### src/hw/rtl/ror_pkg.sv
package ror_pkg;

  localparam int FUNC_W   = 1;
  localparam int ADDR_W   = 32;
  localparam int SIZE_W   = 16;
  localparam int OFFSET_W = 20;
  localparam int SLOT_W   = 4;
  localparam int BYTE_W   = 16;

  localparam logic [FUNC_W-1:0] FUNC_ADD  = 1'b0;
  localparam logic [FUNC_W-1:0] FUNC_FIND = 1'b1;

  typedef struct packed {
    logic [FUNC_W-1:0]   func;
    logic [ADDR_W-1:0]   entry_address;
    logic [SIZE_W-1:0]   entry_size;
    logic [OFFSET_W-1:0] lookup_offset;
  } ror_req_t;

  typedef struct packed {
    logic              found;
    logic [SLOT_W-1:0] found_slot;
    logic [ADDR_W-1:0] found_address;
    logic [SIZE_W-1:0] found_size;
    logic [BYTE_W-1:0] byte_offset;
  } ror_rsp_t;

endpackage

### src/hw/rtl/ror_stream_if.sv
interface ror_stream_if #(
  parameter type T = logic
);
  logic valid;
  logic ready;
  T     payload;

  modport source (output valid, output payload, input ready);
  modport sink   (input valid, input payload, output ready);
endinterface

### src/hw/rtl/overwriting_ring_offset_lookup.sv
// An add word gives no result.
// A find word walks one ring entry per cycle through the single compare and
// subtract unit, holding on its final entry until the result register is free.
// The result register lets the next word be accepted while a result waits.
// Synchronous active-high reset clears the ring pointers and the fill state;
// slots not yet written are skipped as empty by the valid check, without any clearing pass.
module overwriting_ring_offset_lookup #(
  parameter int SLOTS        = 16,
  parameter int SIZE_BITS    = 16,
  parameter int ADDRESS_BITS = 32
) (
  input logic         clk,
  input logic         rst,
  ror_stream_if.sink   req,
  ror_stream_if.source rsp
);
  import ror_pkg::*;

  localparam int SW = (SLOTS > 1) ? $clog2(SLOTS) : 1;
  localparam logic [SW-1:0] LAST = SW'(SLOTS - 1);

  localparam logic ST_IDLE = 1'b0;
  localparam logic ST_WALK = 1'b1;

  logic state;

  logic [SW-1:0]       cur;
  logic [SW-1:0]       cnt;
  logic [OFFSET_W-1:0] rest;
  logic [SW-1:0]       cur_next;

  logic                    wr_en;
  logic [ADDRESS_BITS-1:0] wr_address;
  logic [SIZE_BITS-1:0]    wr_size;
  logic [SW-1:0]           rd_idx;
  logic [ADDRESS_BITS-1:0] rd_address;
  logic [SIZE_BITS-1:0]    rd_size;
  logic [SW-1:0]           write_slot;
  logic [SW-1:0]           read_slot;
  logic                    full;

  logic                entry_valid;
  logic                hit;
  logic [OFFSET_W-1:0] rest_next;
  logic                last;
  logic                finish;
  logic                can_finish;
  logic                req_fire;

  logic     rsp_valid;
  ror_rsp_t rsp_word;

  logic [ADDRESS_BITS+ADDR_W-1:0] addr_in_ext;
  logic [SIZE_BITS+SIZE_W-1:0]    size_in_ext;
  logic [SW+SLOT_W-1:0]           slot_out_ext;
  logic [ADDRESS_BITS+ADDR_W-1:0] addr_out_ext;
  logic [SIZE_BITS+SIZE_W-1:0]    size_out_ext;

  assign addr_in_ext  = {{ADDRESS_BITS{1'b0}}, req.payload.entry_address};
  assign size_in_ext  = {{SIZE_BITS{1'b0}}, req.payload.entry_size};
  assign slot_out_ext = {{SLOT_W{1'b0}}, cur};
  assign addr_out_ext = {{ADDR_W{1'b0}}, rd_address};
  assign size_out_ext = {{SIZE_W{1'b0}}, rd_size};

  assign req.ready = (state == ST_IDLE);
  assign req_fire  = req.valid && req.ready;
  assign wr_en     = req_fire && (req.payload.func == FUNC_ADD);
  assign wr_address = addr_in_ext[ADDRESS_BITS-1:0];
  assign wr_size    = size_in_ext[SIZE_BITS-1:0];

  assign cur_next    = (cur == LAST) ? '0 : cur + SW'(1);
  assign entry_valid = full || (cur < write_slot);
  assign last        = (cnt == LAST) || (!full && (cur_next >= write_slot));
  assign finish      = hit || last;
  assign can_finish  = !rsp_valid || rsp.ready;

  always_comb begin
    rd_idx = read_slot;
    if (state == ST_WALK) begin
      rd_idx = (finish && !can_finish) ? cur : cur_next;
    end
  end

  ror_ring #(
    .SLOTS        (SLOTS),
    .SIZE_BITS    (SIZE_BITS),
    .ADDRESS_BITS (ADDRESS_BITS),
    .SW           (SW)
  ) u_ring (
    .clk        (clk),
    .rst        (rst),
    .wr_en      (wr_en),
    .wr_address (wr_address),
    .wr_size    (wr_size),
    .rd_idx     (rd_idx),
    .rd_address (rd_address),
    .rd_size    (rd_size),
    .write_slot (write_slot),
    .read_slot  (read_slot),
    .full       (full)
  );

  ror_walk_unit #(
    .SIZE_BITS (SIZE_BITS)
  ) u_walk (
    .rest        (rest),
    .size        (rd_size),
    .entry_valid (entry_valid),
    .hit         (hit),
    .rest_next   (rest_next)
  );

  always_ff @(posedge clk) begin
    if (rst) begin
      state     <= ST_IDLE;
      rsp_valid <= 1'b0;
    end else begin
      if ((state == ST_WALK) && finish && can_finish) begin
        rsp_valid <= 1'b1;
      end else if (rsp_valid && rsp.ready) begin
        rsp_valid <= 1'b0;
      end
      case (state)
        ST_IDLE: begin
          if (req_fire && (req.payload.func == FUNC_FIND)) begin
            state <= ST_WALK;
          end
        end
        ST_WALK: begin
          if (finish && can_finish) begin
            state <= ST_IDLE;
          end
        end
        default: begin
          state <= ST_IDLE;
        end
      endcase
    end
  end

  always_ff @(posedge clk) begin
    if (state == ST_IDLE) begin
      cur  <= read_slot;
      cnt  <= '0;
      rest <= req.payload.lookup_offset;
    end else if (!finish) begin
      cur  <= cur_next;
      cnt  <= cnt + SW'(1);
      rest <= rest_next;
    end
    if ((state == ST_WALK) && finish && can_finish) begin
      rsp_word.found         <= hit;
      rsp_word.found_slot    <= hit ? slot_out_ext[SLOT_W-1:0] : '0;
      rsp_word.found_address <= hit ? addr_out_ext[ADDR_W-1:0] : '0;
      rsp_word.found_size    <= hit ? size_out_ext[SIZE_W-1:0] : '0;
      rsp_word.byte_offset   <= hit ? rest[BYTE_W-1:0] : '0;
    end
  end

  assign rsp.valid   = rsp_valid;
  assign rsp.payload = rsp_word;

`ifndef SYNTHESIS
  a_find_starts_walk: assert property (@(posedge clk) disable iff (rst)
    req_fire && (req.payload.func == FUNC_FIND) |=> state == ST_WALK)
    else $error("accepted find did not start a walk");

  a_miss_is_zero: assert property (@(posedge clk) disable iff (rst)
    rsp_valid && !rsp_word.found |->
      rsp_word.found_slot == '0 && rsp_word.found_address == '0 &&
      rsp_word.found_size == '0 && rsp_word.byte_offset == '0)
    else $error("not-found result carries nonzero fields");
`endif

endmodule

### src/hw/rtl/ror_ring.sv
module ror_ring #(
  parameter int SLOTS        = 16,
  parameter int SIZE_BITS    = 16,
  parameter int ADDRESS_BITS = 32,
  parameter int SW           = $clog2(SLOTS)
) (
  input  logic                    clk,
  input  logic                    rst,
  input  logic                    wr_en,
  input  logic [ADDRESS_BITS-1:0] wr_address,
  input  logic [SIZE_BITS-1:0]    wr_size,
  input  logic [SW-1:0]           rd_idx,
  output logic [ADDRESS_BITS-1:0] rd_address,
  output logic [SIZE_BITS-1:0]    rd_size,
  output logic [SW-1:0]           write_slot,
  output logic [SW-1:0]           read_slot,
  output logic                    full
);
  localparam logic [SW-1:0] LAST = SW'(SLOTS - 1);

  logic [ADDRESS_BITS-1:0] mem_address [SLOTS];
  logic [SIZE_BITS-1:0]    mem_size    [SLOTS];

  logic [SW-1:0] write_slot_next;
  logic [SW-1:0] read_slot_next;

  assign write_slot_next = (write_slot == LAST) ? '0 : write_slot + SW'(1);
  assign read_slot_next  = (read_slot == LAST) ? '0 : read_slot + SW'(1);

  always_ff @(posedge clk) begin
    if (wr_en) begin
      mem_address[write_slot] <= wr_address;
      mem_size[write_slot]    <= wr_size;
    end
    rd_address <= mem_address[rd_idx];
    rd_size    <= mem_size[rd_idx];
  end

  always_ff @(posedge clk) begin
    if (rst) begin
      write_slot <= '0;
      read_slot  <= '0;
      full       <= 1'b0;
    end else if (wr_en) begin
      write_slot <= write_slot_next;
      if (full) begin
        read_slot <= read_slot_next;
      end else if (write_slot == LAST) begin
        full <= 1'b1;
      end
    end
  end

`ifndef SYNTHESIS
  a_read_at_zero_until_full: assert property (@(posedge clk) disable iff (rst)
    !full |-> read_slot == '0)
    else $error("read slot moved before the ring was full");

  a_slots_meet_when_full: assert property (@(posedge clk) disable iff (rst)
    full |-> write_slot == read_slot)
    else $error("write and read slots differ in a full ring");
`endif

endmodule

### src/hw/rtl/ror_walk_unit.sv
module ror_walk_unit #(
  parameter int SIZE_BITS = 16
) (
  input  logic [ror_pkg::OFFSET_W-1:0] rest,
  input  logic [SIZE_BITS-1:0]         size,
  input  logic                         entry_valid,
  output logic                         hit,
  output logic [ror_pkg::OFFSET_W-1:0] rest_next
);
  import ror_pkg::*;

  localparam int CW = (SIZE_BITS > OFFSET_W) ? SIZE_BITS : OFFSET_W;

  logic [CW-1:0] rest_ext;
  logic [CW-1:0] size_ext;
  logic [CW-1:0] diff;

  assign rest_ext = CW'(rest);
  assign size_ext = CW'(size);
  assign diff     = rest_ext - size_ext;

  assign hit       = entry_valid && (rest_ext < size_ext);
  assign rest_next = entry_valid ? diff[OFFSET_W-1:0] : rest;

endmodule

### src/flat_wrapper.sv
// flat-port wrapper written by rule: the top's interface ports become plain ports
module overwriting_ring_offset_lookup_flat import ror_pkg::*;
#(
  parameter int SLOTS        = 16,
  parameter int SIZE_BITS    = 16,
  parameter int ADDRESS_BITS = 32
)
  (clk, rst, req_valid, req_payload, req_ready, rsp_valid, rsp_payload, rsp_ready);
  ror_stream_if #(.T(ror_req_t)) req_i ();
  ror_stream_if #(.T(ror_rsp_t)) rsp_i ();
  input logic clk;
  input logic rst;
  input wire logic [$bits(req_i.valid)-1:0] req_valid;
  input wire logic [$bits(req_i.payload)-1:0] req_payload;
  output wire logic [$bits(req_i.ready)-1:0] req_ready;
  output wire logic [$bits(rsp_i.valid)-1:0] rsp_valid;
  output wire logic [$bits(rsp_i.payload)-1:0] rsp_payload;
  input wire logic [$bits(rsp_i.ready)-1:0] rsp_ready;
  assign req_i.valid = req_valid;
  assign req_i.payload = req_payload;
  assign req_ready = req_i.ready;
  assign rsp_valid = rsp_i.valid;
  assign rsp_payload = rsp_i.payload;
  assign rsp_i.ready = rsp_ready;
  overwriting_ring_offset_lookup #(.SLOTS(SLOTS), .SIZE_BITS(SIZE_BITS), .ADDRESS_BITS(ADDRESS_BITS)) u_core (.clk(clk), .rst(rst), .req(req_i), .rsp(rsp_i));
endmodule
### config.mk
export PLATFORM = sky130hd
export DESIGN_NAME = overwriting_ring_offset_lookup_flat
export DESIGN_NICKNAME = d
export VERILOG_FILES = /design/src/hw/rtl/ror_pkg.sv /design/src/hw/rtl/ror_stream_if.sv /design/src/hw/rtl/overwriting_ring_offset_lookup.sv /design/src/hw/rtl/ror_ring.sv /design/src/hw/rtl/ror_walk_unit.sv /design/src/flat_wrapper.sv
export SDC_FILE = /design/constraint.sdc
export NUM_CORES = 1
export LEC_CHECK = 0
export BUFFER_PORTS_ARGS = -buffer_cell sky130_fd_sc_hd__buf_2
export CAP_MARGIN = 10
export CORE_UTILIZATION = 29
export CTS_BUF_LIST = sky130_fd_sc_hd__clkbuf_2
export DETAILED_ROUTE_END_ITERATION = 10
export PLACE_DENSITY = 0.5
export SETUP_SLACK_MARGIN = 0.05
export SYNTH_ARGS = -nofsm -noshare
export SYNTH_HDL_FRONTEND = slang
export SYNTH_SLANG_ARGS = --single-unit
### constraint.sdc
create_clock -name clk -period 6.38 [get_ports clk]
set_clock_uncertainty 0.2 [all_clocks]
set_input_delay 1.276 -clock clk [delete_from_list [all_inputs] [get_ports clk]]
set_output_delay 1.276 -clock clk [all_outputs]
set_load 0.01 [all_outputs]
==> results.sh <==
export IMPL_multi_input_logic_area_mm2=0.00906
export IMPL_wl_per_cell_um=19.9
export IMPL_worstPathCellList="ha_1, a21oi_1, o21ai_0, o41ai_1, ha_1, a31oi_1, a21oi_1, o21a_1, a21o_1, a311oi_4, buf_4, buf_4, mux2i_1, o22ai_1, nor2_1"
export IMPL_die_height_um=358
export IMPL_timing_critical_path_slowest_stage_cell="sky130_fd_sc_hd__buf_4"
export IMPL_critical_path_startpoint_type="flop"
export IMPL_cell_with_the_most_instances_after_synthesis="sky130_fd_sc_hd__edfxtp_1"
export IMPL_post_drt_via_cell_ratio=4.51
export IMPL_fillerInstances=12200
export IMPL_synthesis_nets=2219
export IMPL_num_nets_final=2610
export IMPL_postSynthCellCount=2115
export IMPL_tritoncts="done"
export IMPL_first_global_vias=20600
export IMPL_worst_path_max_fanout=48
export IMPL_grt_antenna_before_repair=14
export IMPL_drcViolationCount=0
export IMPL_die_width_um=358
export IMPL_pre_cts_slack_ns=1.44
export IMPL_core_area_mm2=0.126
export IMPL_initial_utilization_pct=29.3
export IMPL_power_density_mw_per_mm2=298
export IMPL_synth_async_sr_flop_share_pct=0
export IMPL_total_leakage_power_nw=14.2
export IMPL_irDropWorstVdd_v=0.000172
export IMPL_synth_enable_flop_cells=861
export IMPL_cp_slowest_stage_delay_ns=0.81
export IMPL_min_period_ns=5.02
export IMPL_dr_first_iter_drc_count=981
export IMPL_clk_pin_slew_worst_paths_ns=0.10
export IMPL_wl_um=87000
export IMPL_gr_total_overflow=0
export IMPL_cp_end_kind="flop"
export IMPL_ant_nets=0
export IMPL_maxCapViolCount=0
export IMPL_worst_endpoint_required_ns=7.52
export IMPL_largest_net_degree_at_the_start_of_global_routing=120
export IMPL_clock_sinks=924
export IMPL_core_rowCount=130
export IMPL_worst_setup_path_type="reg2reg"
export IMPL_final_seq_area_mm2=0.0271
export IMPL_synthTopCellsByArea="sky130_fd_sc_hd__edfxtp_1, sky130_fd_sc_hd__mux2i_1, sky130_fd_sc_hd__dfxtp_1"
export IMPL_dpl_hpwl_um=46200
export IMPL_synthDominantCellAreaShare_pct=70.4
export IMPL_finalSetupViolations=0
export IMPL_total_die_area_mm2=0.128
export IMPL_synthesis_yosys_warnings=0
export IMPL_h_tree_depth=4
export IMPL_max_freq_mhz=199
export IMPL_synth_area_mm2=0.0367
export IMPL_post_route_cells_drive_above_1_share_pct=22.4
export IMPL_tightest_slew_ns=1.14
export IMPL_top_ports=144
export IMPL_clock_insertion_delay_worst_skew_ns=1.51
export IMPL_clock_buffer_count_from_cts=234
export IMPL_arrival_time_worst_endpoint_ns=6.16
export IMPL_fin_setup_tns_ns=0
export IMPL_first_pass_iters=5
export IMPL_clockBufferDepth=3
export IMPL_via_count=19700
export IMPL_numPlacedInstances=3845
export IMPL_worstHoldPathType="reg2reg"
export IMPL_synth_commonest_cells="sky130_fd_sc_hd__edfxtp_1, sky130_fd_sc_hd__mux2i_1, sky130_fd_sc_hd__o22ai_1, sky130_fd_sc_hd__nor2_1, sky130_fd_sc_hd__and2_1"
export IMPL_ys_ff_latch=924
export IMPL_port_buffer_count=143
export IMPL_fin_crit_sh_pct=78.6
export IMPL_total_routing_resource_utilization_after_global_routing_pct=13.4
export IMPL_root_buffer="sky130_fd_sc_hd__clkbuf_2"
export IMPL_avgSynthCellArea_um2=17.4
export IMPL_rsz0062_at_grt="no"
export IMPL_yosys_area_top_type="sky130_fd_sc_hd__edfxtp_1"
export IMPL_cts_repair_timing_setup_buffer_count=0
export IMPL_synth_yosys_seq_area_share_pct=73.8
export IMPL_place_congestion=0.795
export IMPL_syn2layout_area_growth_pct=15.6
export IMPL_final_max_slew_viols=0
export IMPL_final_cell_area_mm2=0.0425
export IMPL_final_hold_viol_count=0
export IMPL_place_area_mm2=0.0395
export IMPL_post_cts_resize_count=0
export IMPL_cts_hold_fix_buffers=75
export IMPL_ys_types=61
export IMPL_final_cells=4364
export IMPL_predominant_post_synthesis_flop_cell="sky130_fd_sc_hd__edfxtp_1"
export IMPL_first_pass_grt_wire_length_um=127000
export IMPL_outcome="finished clean"
export IMPL_max_slew_margin_pct=23.8
export IMPL_postLayoutSetupSlackWorst_ns=1.36
[critical path, delay by kind of cell, from the launching register on]
kind,cells,cell delay (ns)
multiplexers,1,0.29
flip-flops,1,0.49
AO/OA/AOI/OAI,9,1.67
AND/OR/NAND/NOR,1,0.14
adder cells (fa/ha/maj),2,0.64
buffers and inverters,2,1.48
[registers in the layout (all words and copies together), names as in the netlist]
name / flops
u_core.u_ring.read_slot: 4
u_core.u_ring.write_slot: 4
u_core.cnt: 4
u_core.u_ring.rd_address: 32
u_core.u_ring.mem_address: 512
u_core.u_ring.mem_size: 256
u_core.cur: 4
u_core.u_ring.full: 1
u_core.state: 1
u_core.rsp.valid: 1
u_core.rsp.payload: 69
u_core.u_ring.rd_size: 16
u_core.rest: 20
[layout by cell type, fill, tap and decap left out, types with 4 or more instances in the layout]
cell type / Yosys / routed
sky130_fd_sc_hd__clkinv_1: 0 / 62
sky130_fd_sc_hd__a21oi_1: 24 / 24
sky130_fd_sc_hd__nor2_1: 85 / 72
sky130_fd_sc_hd__inv_6: 0 / 4
sky130_fd_sc_hd__clkinv_2: 0 / 13
sky130_fd_sc_hd__nor2_4: 0 / 13
sky130_fd_sc_hd__o31ai_1: 4 / 4
sky130_fd_sc_hd__nor2b_1: 5 / 5
sky130_fd_sc_hd__dfxtp_1: 63 / 63
sky130_fd_sc_hd__inv_1: 30 / 30
sky130_fd_sc_hd__mux2_2: 13 / 13
sky130_fd_sc_hd__clkbuf_2: 0 / 342
sky130_fd_sc_hd__a21o_1: 8 / 8
sky130_fd_sc_hd__xnor2_1: 13 / 13
sky130_fd_sc_hd__nor3_1: 10 / 6
sky130_fd_sc_hd__mux2i_1: 567 / 567
sky130_fd_sc_hd__bufinv_16: 0 / 4
sky130_fd_sc_hd__buf_12: 1 / 8
sky130_fd_sc_hd__nand3_1: 12 / 10
sky130_fd_sc_hd__buf_4: 29 / 31
sky130_fd_sc_hd__nor3_2: 0 / 4
sky130_fd_sc_hd__or3_1: 4 / 4
sky130_fd_sc_hd__o21ai_1: 4 / 4
sky130_fd_sc_hd__nand2_1: 40 / 39
sky130_fd_sc_hd__and2_1: 70 / 70
sky130_fd_sc_hd__nand4_1: 4 / 4
sky130_fd_sc_hd__a31oi_1: 4 / 4
sky130_fd_sc_hd__o21a_1: 5 / 5
sky130_fd_sc_hd__xor2_1: 6 / 6
sky130_fd_sc_hd__o21ai_0: 9 / 8
sky130_fd_sc_hd__inv_2: 2 / 4
sky130_fd_sc_hd__dlygate4sd3_1: 0 / 75
sky130_fd_sc_hd__buf_2: 25 / 143
sky130_fd_sc_hd__ha_1: 30 / 30
sky130_fd_sc_hd__o22ai_1: 95 / 95
sky130_fd_sc_hd__edfxtp_1: 861 / 861
sky130_fd_sc_hd__a211o_1: 4 / 4
sky130_fd_sc_hd__diode_2: 0 / 11
[routing by layer]
layer  share of wire (%)  track usage [%]
met1                  45             17.3
met2                  48             22.1
met3                 5.2             3.26
met4                 1.7             4.60
met5               0.072                0
[cell families after synthesis]
group | Yosys count | share of synthesized area, %
AO/OA/AOI/OAI | 180 | 3.25
XOR/XNOR | 19 | 0.453
adder cells (fa/ha/maj) | 31 | 1.08
buffers and inverters | 134 | 2.10
flip-flops | 924 | 73.8
multiplexers | 582 | 16.0
AND/OR/NAND/NOR | 245 | 3.35
[cell type report]
| cell class | count | share of cell area, % |
|---|---|---|
| antenna | 11 | 0.0648 |
| clock buffer | 342 | 4.03 |
| clock inverter | 91 | 1.23 |
| inverter | 32 | 0.283 |
| multi-input combinational | 1057 | 21.3 |
| sequential | 924 | 63.8 |
| tap | 1650 | 4.86 |
| timing repair buffer | 257 | 4.38 |
[power by group]
group / switching (W) / leakage (nW) / internal (W)
logic: 0.00101 / 4.15 / 0.000690
clock network: 0.00240 / 1.68 / 0.00164
registers: 0.0000955 / 8.39 / 0.00683
[stage by stage]
| step | power, W | utilization (%) | hold slack (ns) |
|---|---|---|---|
| after floorplan | 0.00824 | - | 0.254 |
| after global placement | 0.00870 | 31.4 | 0.259 |
| after detailed placement | 0.00873 | 31.4 | 0.289 |
| after CTS | 0.0129 | 33.8 | 0.195 |
| after global routing | 0.0133 | 33.8 | 0.205 |
| final | 0.0127 | 33.8 | 0.269 |
[path summary, 6_finish.rpt]
path | startpoint | endpoint | cells past startpoint | slack (ns)
worst min register to register | u_core.u_ring.rd_address[12]$_DFF_P_ | u_core.rsp.payload[44]$_SDFFCE_PN0P_ | 1 | 0.27
worst max register to register | u_core.cur[1]$_DFFE_PN_ | u_core.u_ring.rd_size[15]$_DFF_P_ | 15 | 1.36
worst max-delay path | u_core.cur[1]$_DFFE_PN_ | u_core.u_ring.rd_size[15]$_DFF_P_ | 15 | 1.36
worst min-delay path | u_core.u_ring.rd_address[12]$_DFF_P_ | u_core.rsp.payload[44]$_SDFFCE_PN0P_ | 1 | 0.27
Note: power is estimated with default switching activity, not from simulation.
